==> config.mk <==
export PLATFORM = sky130hd
export DESIGN_NAME = sha256_hasher_top
export DESIGN_NICKNAME = d
export VERILOG_FILES = /design/src/rtl/sha_pkg.sv /design/src/rtl/sha_front.sv /design/src/rtl/sha_sched.sv /design/src/rtl/sha_rounds.sv /design/src/rtl/sha256_hasher_top.sv
export VERILOG_INCLUDE_DIRS = /design/src /design/src/rtl
export SDC_FILE = /design/constraint.sdc
export NUM_CORES = 2
export LEC_CHECK = 0
export ABC_CLOCK_PERIOD_IN_PS = 38300
export BUFFER_PORTS_ARGS = -buffer_cell sky130_fd_sc_hd__buf_2
export CAP_MARGIN = 20
export CORE_MARGIN = 3
export CORE_UTILIZATION = 55
export CTS_CLUSTER_SIZE = 25
export DETAILED_ROUTE_END_ITERATION = 16
export PLACE_DENSITY_LB_ADDON = 0.05
export SYNTH_ARGS = -nofsm -noshare
export SYNTH_HDL_FRONTEND = slang
export SYNTH_HIERARCHICAL = 1
export SYNTH_SLANG_ARGS = --single-unit
==> constraint.sdc <==
create_clock -name clk_i -period 38.3 [get_ports clk_i]
set_input_delay 5.745 -clock clk_i [delete_from_list [all_inputs] [get_ports clk_i]]
set_output_delay 5.745 -clock clk_i [all_outputs]
set_load 0.05 [all_outputs]
==> src/rtl/sha256_hasher_top_macros.svh <==
// Assertion macros for the SHA-256 hasher.
// Define ASSERT_OFF to compile the assertions out.
`ifndef SHA256_HASHER_TOP_MACROS_SVH
`define SHA256_HASHER_TOP_MACROS_SVH
`ifndef ASSERT_OFF
// A condition that holds at every clock edge outside reset.
`define SHA_ASSERT(lbl, cond) \
  lbl: assert property (@(posedge clk_i) disable iff (!rst_ni) (cond)) \
    else $error("assertion failed");
// A condition that implies another one in the next cycle.
`define SHA_ASSERT_NEXT(lbl, ante, cons) \
  lbl: assert property (@(posedge clk_i) disable iff (!rst_ni) (ante) |=> (cons)) \
    else $error("assertion failed");
`else
`define SHA_ASSERT(lbl, cond)
`define SHA_ASSERT_NEXT(lbl, ante, cons)
`endif
`endif

==> src/rtl/sha_pkg.sv <==
// ----------------------------------------------------------------------------
// sha_pkg
// Shared types, constants and round functions of the SHA-256 hasher.
// ----------------------------------------------------------------------------
package sha_pkg;

  // One queued input beat.
  typedef struct packed {
    logic [7:0] data;
    logic       has_byte;
    logic       eom;
  } item_t;

  // Control from the sequencer to the round engine.
  typedef struct packed {
    logic start;
    logic init;
  } rnd_ctrl_t;

  // Status of the round engine.
  typedef struct packed {
    logic busy;
    logic step;
    logic done;
  } rnd_stat_t;

  // Control from the sequencer to the message schedule.
  typedef struct packed {
    logic       push;
    logic [7:0] data;
    logic       word_done;
  } sched_ctrl_t;

  localparam logic [31:0] IV [8] = '{
    32'h6a09e667, 32'hbb67ae85, 32'h3c6ef372, 32'ha54ff53a,
    32'h510e527f, 32'h9b05688c, 32'h1f83d9ab, 32'h5be0cd19};

  localparam logic [31:0] K [64] = '{
    32'h428a2f98, 32'h71374491, 32'hb5c0fbcf, 32'he9b5dba5,
    32'h3956c25b, 32'h59f111f1, 32'h923f82a4, 32'hab1c5ed5,
    32'hd807aa98, 32'h12835b01, 32'h243185be, 32'h550c7dc3,
    32'h72be5d74, 32'h80deb1fe, 32'h9bdc06a7, 32'hc19bf174,
    32'he49b69c1, 32'hefbe4786, 32'h0fc19dc6, 32'h240ca1cc,
    32'h2de92c6f, 32'h4a7484aa, 32'h5cb0a9dc, 32'h76f988da,
    32'h983e5152, 32'ha831c66d, 32'hb00327c8, 32'hbf597fc7,
    32'hc6e00bf3, 32'hd5a79147, 32'h06ca6351, 32'h14292967,
    32'h27b70a85, 32'h2e1b2138, 32'h4d2c6dfc, 32'h53380d13,
    32'h650a7354, 32'h766a0abb, 32'h81c2c92e, 32'h92722c85,
    32'ha2bfe8a1, 32'ha81a664b, 32'hc24b8b70, 32'hc76c51a3,
    32'hd192e819, 32'hd6990624, 32'hf40e3585, 32'h106aa070,
    32'h19a4c116, 32'h1e376c08, 32'h2748774c, 32'h34b0bcb5,
    32'h391c0cb3, 32'h4ed8aa4a, 32'h5b9cca4f, 32'h682e6ff3,
    32'h748f82ee, 32'h78a5636f, 32'h84c87814, 32'h8cc70208,
    32'h90befffa, 32'ha4506ceb, 32'hbef9a3f7, 32'hc67178f2};

  // Byte offset at which the length field begins.
  localparam logic [5:0] LEN_POS = 6'd56;
  localparam logic [7:0] PAD_MARK = 8'h80;

  function automatic logic [31:0] ssig0(input logic [31:0] x);
    ssig0 = {x[6:0], x[31:7]} ^ {x[17:0], x[31:18]} ^ {3'b000, x[31:3]};
  endfunction

  function automatic logic [31:0] ssig1(input logic [31:0] x);
    ssig1 = {x[16:0], x[31:17]} ^ {x[18:0], x[31:19]} ^ {10'd0, x[31:10]};
  endfunction

  function automatic logic [31:0] bsig0(input logic [31:0] x);
    bsig0 = {x[1:0], x[31:2]} ^ {x[12:0], x[31:13]} ^ {x[21:0], x[31:22]};
  endfunction

  function automatic logic [31:0] bsig1(input logic [31:0] x);
    bsig1 = {x[5:0], x[31:6]} ^ {x[10:0], x[31:11]} ^ {x[24:0], x[31:25]};
  endfunction

endpackage

==> src/rtl/sha_front.sv <==
// ----------------------------------------------------------------------------
// sha_front
// Input queue: takes beats, drops those that carry neither byte nor end mark.
// ----------------------------------------------------------------------------
module sha_front import sha_pkg::*; (
  input  logic       clk_i,
  input  logic       rst_ni,
  input  logic       push_i,
  output logic       full_o,
  input  item_t      item_i,
  output logic       valid_o,
  output item_t      item_o,
  input  logic       take_i
);

  item_t       mem_q [4];
  logic [1:0]  wr_q, wr_d, rd_q, rd_d;
  logic [2:0]  cnt_q, cnt_d;
  logic        wr_en, rd_en;

  // Only beats that change the state are queued.
  assign full_o  = (cnt_q == 3'd4);
  assign wr_en   = push_i && !full_o && (item_i.has_byte || item_i.eom);
  assign valid_o = (cnt_q != 3'd0);
  assign rd_en   = take_i && valid_o;
  assign item_o  = mem_q[rd_q];

  always_comb begin
    wr_d  = wr_q + 2'd1;
    rd_d  = rd_q + 2'd1;
    cnt_d = cnt_q + {2'b00, wr_en} - {2'b00, rd_en};
  end

  // Pointers and fill level.
  always_ff @(posedge clk_i or negedge rst_ni) begin
    if (!rst_ni) begin
      wr_q  <= 2'd0;
      rd_q  <= 2'd0;
      cnt_q <= 3'd0;
    end else begin
      if (wr_en) wr_q <= wr_d;
      if (rd_en) rd_q <= rd_d;
      cnt_q <= cnt_d;
    end
  end

  // Queue storage.
  always_ff @(posedge clk_i) begin
    if (wr_en) mem_q[wr_q] <= item_i;
  end

endmodule

==> src/rtl/sha_sched.sv <==
// ----------------------------------------------------------------------------
// sha_sched
// Packs bytes into words and expands the message schedule in a 16-word window.
// ----------------------------------------------------------------------------
module sha_sched import sha_pkg::*; (
  input  logic        clk_i,
  input  sched_ctrl_t ctrl_i,
  input  logic        step_i,
  output logic [31:0] w_o
);

  logic [31:0] win_q [16];
  logic [23:0] acc_q;
  logic [31:0] new_w;

  // Next schedule word from the fixed taps of the window.
  assign new_w = win_q[0] + ssig0(win_q[1]) + win_q[9] + ssig1(win_q[14]);
  assign w_o   = win_q[0];

  // The window shifts on a completed word or on each round.
  always_ff @(posedge clk_i) begin
    if (ctrl_i.push) acc_q <= {acc_q[15:0], ctrl_i.data};
    if ((ctrl_i.push && ctrl_i.word_done) || step_i) begin
      for (int i = 0; i < 15; i++) win_q[i] <= win_q[i+1];
      win_q[15] <= step_i ? new_w : {acc_q, ctrl_i.data};
    end
  end

endmodule

==> src/rtl/sha_rounds.sv <==
// ----------------------------------------------------------------------------
// sha_rounds
// Chaining words and the 64-round compression, one round per cycle.
// ----------------------------------------------------------------------------
module sha_rounds import sha_pkg::*; (
  input  logic        clk_i,
  input  logic        rst_ni,
  input  rnd_ctrl_t   ctrl_i,
  input  logic [31:0] w_i,
  output rnd_stat_t   stat_o,
  output logic [31:0] chain_o [8]
);

  logic [31:0] h_q [8];
  logic [31:0] r_q [8];
  logic [5:0]  cnt_q;
  logic        busy_q, add_q;
  logic [31:0] t1, t2;

  assign t1 = r_q[7] + bsig1(r_q[4]) + ((r_q[4] & r_q[5]) ^ (~r_q[4] & r_q[6]))
            + K[cnt_q] + w_i;
  assign t2 = bsig0(r_q[0]) + ((r_q[0] & r_q[1]) ^ (r_q[0] & r_q[2]) ^ (r_q[1] & r_q[2]));

  assign stat_o.busy = busy_q || add_q;
  assign stat_o.step = busy_q;
  assign stat_o.done = add_q;
  assign chain_o     = h_q;

  // Round counter and phase.
  always_ff @(posedge clk_i or negedge rst_ni) begin
    if (!rst_ni) begin
      busy_q <= 1'b0;
      add_q  <= 1'b0;
      cnt_q  <= 6'd0;
    end else begin
      add_q <= busy_q && (cnt_q == 6'd63);
      if (ctrl_i.start) begin
        busy_q <= 1'b1;
        cnt_q  <= 6'd0;
      end else if (busy_q) begin
        cnt_q <= cnt_q + 6'd1;
        if (cnt_q == 6'd63) busy_q <= 1'b0;
      end
    end
  end

  // Chaining words: initial values, then add-back after each block.
  always_ff @(posedge clk_i or negedge rst_ni) begin
    if (!rst_ni) begin
      h_q <= IV;
    end else if (ctrl_i.init) begin
      h_q <= IV;
    end else if (add_q) begin
      for (int i = 0; i < 8; i++) h_q[i] <= h_q[i] + r_q[i];
    end
  end

  // Working variables.
  always_ff @(posedge clk_i) begin
    if (ctrl_i.start) begin
      r_q <= h_q;
    end else if (busy_q) begin
      r_q[7] <= r_q[6];
      r_q[6] <= r_q[5];
      r_q[5] <= r_q[4];
      r_q[4] <= r_q[3] + t1;
      r_q[3] <= r_q[2];
      r_q[2] <= r_q[1];
      r_q[1] <= r_q[0];
      r_q[0] <= t1 + t2;
    end
  end

endmodule

==> src/rtl/sha256_hasher_top.sv <==
// ----------------------------------------------------------------------------
// sha256_hasher_top
// Streaming SHA-256: bytes in, eight digest words out per message.
// ----------------------------------------------------------------------------
// Each beat carries at most one message byte; a beat with end_of_message set
// closes the message, and eight digest words (index 0 first) follow. A byte
// passes through the sequencer, and each full 64-byte block then goes through
// the round engine (one round per cycle plus add-back). Closing a message
// takes byte-wise padding and one or two compressions. A four-beat input
// queue keeps accepting while the engine works, and a digest buffer holds
// the result while the next message is taken in.
`include "sha256_hasher_top_macros.svh"
module sha256_hasher_top import sha_pkg::*; (
  input  logic        clk_i,
  input  logic        rst_ni,
  input  logic        push,
  output logic        full,
  input  logic [7:0]  data_byte_i,
  input  logic        has_byte_i,
  input  logic        end_of_message_i,
  output logic        empty,
  input  logic        pop,
  output logic [31:0] digest_word_o,
  output logic [2:0]  word_index_o,
  output logic        last_word_o
);

  localparam logic [1:0] ST_IDLE = 2'd0;
  localparam logic [1:0] ST_COMP = 2'd1;
  localparam logic [1:0] ST_PAD  = 2'd2;
  localparam logic [1:0] ST_DONE = 2'd3;

  item_t       in_item, f_item;
  logic        f_valid, f_take;
  sched_ctrl_t sc;
  rnd_ctrl_t   rc;
  rnd_stat_t   rs;
  logic [31:0] w_cur;
  logic [31:0] chain [8];

  logic [1:0]  state_q, state_d;
  logic [5:0]  fill_q, fill_d;
  logic [60:0] total_q, total_d;
  logic [63:0] len_q, len_d;
  logic        eom_q, eom_d, pad_q, pad_d, mark_q, mark_d;
  logic        lenok_q, lenok_d, fin_q, fin_d;
  logic [31:0] dig_q [8];
  logic [2:0]  idx_q;
  logic        ovalid_q, dig_load;

  assign in_item = '{data: data_byte_i, has_byte: has_byte_i, eom: end_of_message_i};

  sha_front u_front (
    .clk_i   (clk_i),
    .rst_ni  (rst_ni),
    .push_i  (push),
    .full_o  (full),
    .item_i  (in_item),
    .valid_o (f_valid),
    .item_o  (f_item),
    .take_i  (f_take)
  );

  sha_sched u_sched (
    .clk_i  (clk_i),
    .ctrl_i (sc),
    .step_i (rs.step),
    .w_o    (w_cur)
  );

  sha_rounds u_rounds (
    .clk_i   (clk_i),
    .rst_ni  (rst_ni),
    .ctrl_i  (rc),
    .w_i     (w_cur),
    .stat_o  (rs),
    .chain_o (chain)
  );

  // Sequencer: byte intake, padding and digest hand-over.
  always_comb begin
    state_d  = state_q;
    fill_d   = fill_q;
    total_d  = total_q;
    len_d    = len_q;
    eom_d    = eom_q;
    pad_d    = pad_q;
    mark_d   = mark_q;
    lenok_d  = lenok_q;
    fin_d    = fin_q;
    f_take   = 1'b0;
    sc       = '{push: 1'b0, data: 8'h00, word_done: (fill_q[1:0] == 2'd3)};
    rc       = '{start: 1'b0, init: 1'b0};
    dig_load = 1'b0;
    case (state_q)
      ST_IDLE: begin
        if (f_valid) begin
          f_take = 1'b1;
          if (f_item.has_byte) begin
            sc.push = 1'b1;
            sc.data = f_item.data;
            fill_d  = fill_q + 6'd1;
            total_d = total_q + 61'd1;
          end
          if (f_item.has_byte && fill_q == 6'd63) begin
            rc.start = 1'b1;
            eom_d    = f_item.eom;
            state_d  = ST_COMP;
          end else if (f_item.eom) begin
            pad_d   = 1'b1;
            state_d = ST_PAD;
          end
        end
      end
      ST_COMP: begin
        if (rs.done) begin
          if (fin_q) begin
            state_d = ST_DONE;
          end else if (pad_q) begin
            lenok_d = 1'b1;
            state_d = ST_PAD;
          end else if (eom_q) begin
            eom_d   = 1'b0;
            pad_d   = 1'b1;
            state_d = ST_PAD;
          end else begin
            state_d = ST_IDLE;
          end
        end
      end
      ST_PAD: begin
        sc.push = 1'b1;
        fill_d  = fill_q + 6'd1;
        if (!mark_q) begin
          sc.data = PAD_MARK;
          mark_d  = 1'b1;
          len_d   = {total_q, 3'b000};
          lenok_d = (fill_q < LEN_POS);
        end else if (lenok_q && fill_q >= LEN_POS) begin
          sc.data = len_q[63:56];
          len_d   = {len_q[55:0], 8'h00};
        end
        if (fill_q == 6'd63) begin
          rc.start = 1'b1;
          fin_d    = lenok_q;
          state_d  = ST_COMP;
        end
      end
      ST_DONE: begin
        if (!ovalid_q) begin
          dig_load = 1'b1;
          rc.init  = 1'b1;
          fill_d   = 6'd0;
          total_d  = 61'd0;
          pad_d    = 1'b0;
          mark_d   = 1'b0;
          lenok_d  = 1'b0;
          fin_d    = 1'b0;
          state_d  = ST_IDLE;
        end
      end
      default: state_d = ST_IDLE;
    endcase
  end

  // Sequencer registers.
  always_ff @(posedge clk_i or negedge rst_ni) begin
    if (!rst_ni) begin
      state_q <= ST_IDLE;
      fill_q  <= 6'd0;
      total_q <= 61'd0;
      eom_q   <= 1'b0;
      pad_q   <= 1'b0;
      mark_q  <= 1'b0;
      lenok_q <= 1'b0;
      fin_q   <= 1'b0;
    end else begin
      state_q <= state_d;
      fill_q  <= fill_d;
      total_q <= total_d;
      eom_q   <= eom_d;
      pad_q   <= pad_d;
      mark_q  <= mark_d;
      lenok_q <= lenok_d;
      fin_q   <= fin_d;
    end
  end

  // Length shift register.
  always_ff @(posedge clk_i) begin
    len_q <= len_d;
  end

  // Digest buffer and word counter on the result side.
  always_ff @(posedge clk_i or negedge rst_ni) begin
    if (!rst_ni) begin
      ovalid_q <= 1'b0;
      idx_q    <= 3'd0;
    end else if (dig_load) begin
      ovalid_q <= 1'b1;
      idx_q    <= 3'd0;
    end else if (pop && ovalid_q) begin
      idx_q <= idx_q + 3'd1;
      if (idx_q == 3'd7) ovalid_q <= 1'b0;
    end
  end

  always_ff @(posedge clk_i) begin
    if (dig_load) dig_q <= chain;
  end

  assign empty         = !ovalid_q;
  assign digest_word_o = dig_q[idx_q];
  assign word_index_o  = idx_q;
  assign last_word_o   = (idx_q == 3'd7);

  // The round engine only runs while the sequencer waits for it.
  `SHA_ASSERT(a_busy_in_comp, !rs.busy || state_q == ST_COMP)
  // A digest is shown from its first word.
  `SHA_ASSERT(a_idx_when_idle, empty || word_index_o == 3'd0 || !$rose(!empty))
  // Taking the last word leaves the counter at the first word.
  `SHA_ASSERT_NEXT(a_last_wraps, pop && !empty && last_word_o, word_index_o == 3'd0)

endmodule
==> impl_metrics.toml <==
[global_route]
grtUsageTotal = 0.313
overflow = 0
antenna_found_initial = 3
grt_pass1_vias = 54131
grt_start_max_net_pins = 124
grt_pass1_wl_mm = 365

[placed_design]
numPlacedInstances = 8947
place_hpwl_mm = 181
gp_congestion = 0.953
port_buffers = 51
place_worst_setup_slack_ns = 28.97

[floorplanning]
ios = 52
rows = 143
dieArea_um2 = 159000
start_util = 0.555
die_h_um = 398
die_w_um = 398
core_area_um2 = 152000

[cts]
cts_buffers = 159
cts_hold_buffers = 0
post_cts_resize_count = 0
htree_num_levels = 4
cts_num_sinks = 1498
cts_root_buf = "clkbuf_16"
cts.path.max_buffers = 3
clkLatencyLatePin_ns = 0.82
cts_tree = "built"
postCtsSetupRepairBufs = 0
clk_pin_slew_ns = 0.06

[setup_path]
r2r-start = "u_rounds/cnt_q[1]"
cp_data_arrival_time_ns = 10.04
rrSetupSlack_ns = 28.80
crit_path_max_incr_delay_ns = 0.91
end_kind = "register"
required_ns = 38.85
cp_slowest_cell = "ha_1"
reg2reg_depth = 36
path_max_fanout = 19
r2r_end = "u_rounds/r_q[255]"
critPathKind = "register to register"
crit_family = "adder cells"
crit_top_cell = "inv_1"
cp_num_buf_inv = 6
cp-start-kind = "register"

[sta]
relSlewSlack = 0.246
fin_crit_sh = 0.248
setup_viol = 0
tns_ns = 0
rsz0062_at_grt = "no"
worst_slack_ns = 28.80
worst_slew_pin_slew_ns = 1.12
fmaxAchievable_mhz = 105
finClkSkew_ns = 0.0475
hold_violations = 0
hold_ws_ns = 0.405
final.min_clock_period_ns = 9.50
final_max_slew_viol_count = 0

[routing]
drc_errors = 0
drtPass1Iterations = 6
antenna_left = 0
vias = 56358
wirelength_mm = 248
wire_per_inst_um = 26.8
via_per_inst = 6.10
drtIter0Drc = 5623

[final_layout]
layout-area-overhead-vs-synth_pct = 8.74
layout_commonest_cell = "edfxtp_1"
mostFrequentLayoutCells = "1149 x edfxtp_1, 516 x inv_1, 451 x nand2_1"
fin_nets = 7698
multiInputGateArea_um2 = 37900
fill_cells = 12329
antennaDiodeCount = 0
seq_area_um2 = 43400
final_cells = 9245
drive_above_1_share = 0.133

[min_path]
min_to = "u_sched/win_q[1][66]"
hold_path.class = "register to register"
min_path_cells = 0
hp-start = "u_sched/win_q[1][98]"

[yosys]
syn_nets = 7725
synthCells = 7105
synth_area_um2 = 84600
syn_area_per_cell_um2 = 11.9
yosysWarnings = 6

[run_status]
status = "completed"

[run]
drv_cap = 0
==> sequential cells by signal, summed over array words and instances, names as in the netlist, 6 cells and up <==
signal            flops
u_sched/win_q       512
total_q              61
u_rounds/chain_o    256
u_front/mem_q        40
len_q                61
fill_q                6
dig_q               256
u_rounds/r_q        256
u_sched/acc_q        24
u_rounds/cnt_q        6
==> routing by layer <==
metal / share of wire / up-vias / routed length, um / global-route usage
li1: - / 25718 / - / -
met1: 0.43 / 28235 / 108000 / 0.447
met2: 0.46 / 2017 / 114000 / 0.489
met3: 0.067 / 388 / 16700 / 0.0487
met4: 0.037 / 0 / 9270 / 0.110
met5: 0 / - / 0 / 0
==> worst max-delay path by stage <==
stage | start | to | slack (ns) | depth (start not counted)
global placement | u_rounds/cnt_q[1] | u_rounds/r_q[255] | 28.98 | 36
global route | u_rounds/cnt_q[1] | u_rounds/r_q[255] | 28.11 | 36
floorplan | u_front/rd_q[0] | u_sched/win_q[0][0] | 24.13 | 7
finish | u_rounds/cnt_q[1] | u_rounds/r_q[255] | 28.80 | 36
CTS | u_rounds/cnt_q[1] | u_rounds/r_q[255] | 28.89 | 36
detailed placement | u_rounds/cnt_q[1] | u_rounds/r_q[255] | 28.97 | 36
==> area by class of cell <==
cell class                 instances  area share
clock buffer                     210      0.0467
timing repair buffer             125     0.00906
sequential                      1498       0.472
multi-input combinational       4768       0.412
tap                             2030      0.0276
clock inverter                    88      0.0110
inverter                         526      0.0216
==> through the flow <==
stage / area (um2) / util
floorplan: 84600 / -
global placement: 86700 / 0.569
detailed placement: 86700 / 0.569
CTS: 92000 / 0.604
global route: 92000 / 0.604
finish: 92000 / 0.604
Power is not shown: default switching activity piles up to over one toggle a cycle in this logic, so the estimate is an artifact.
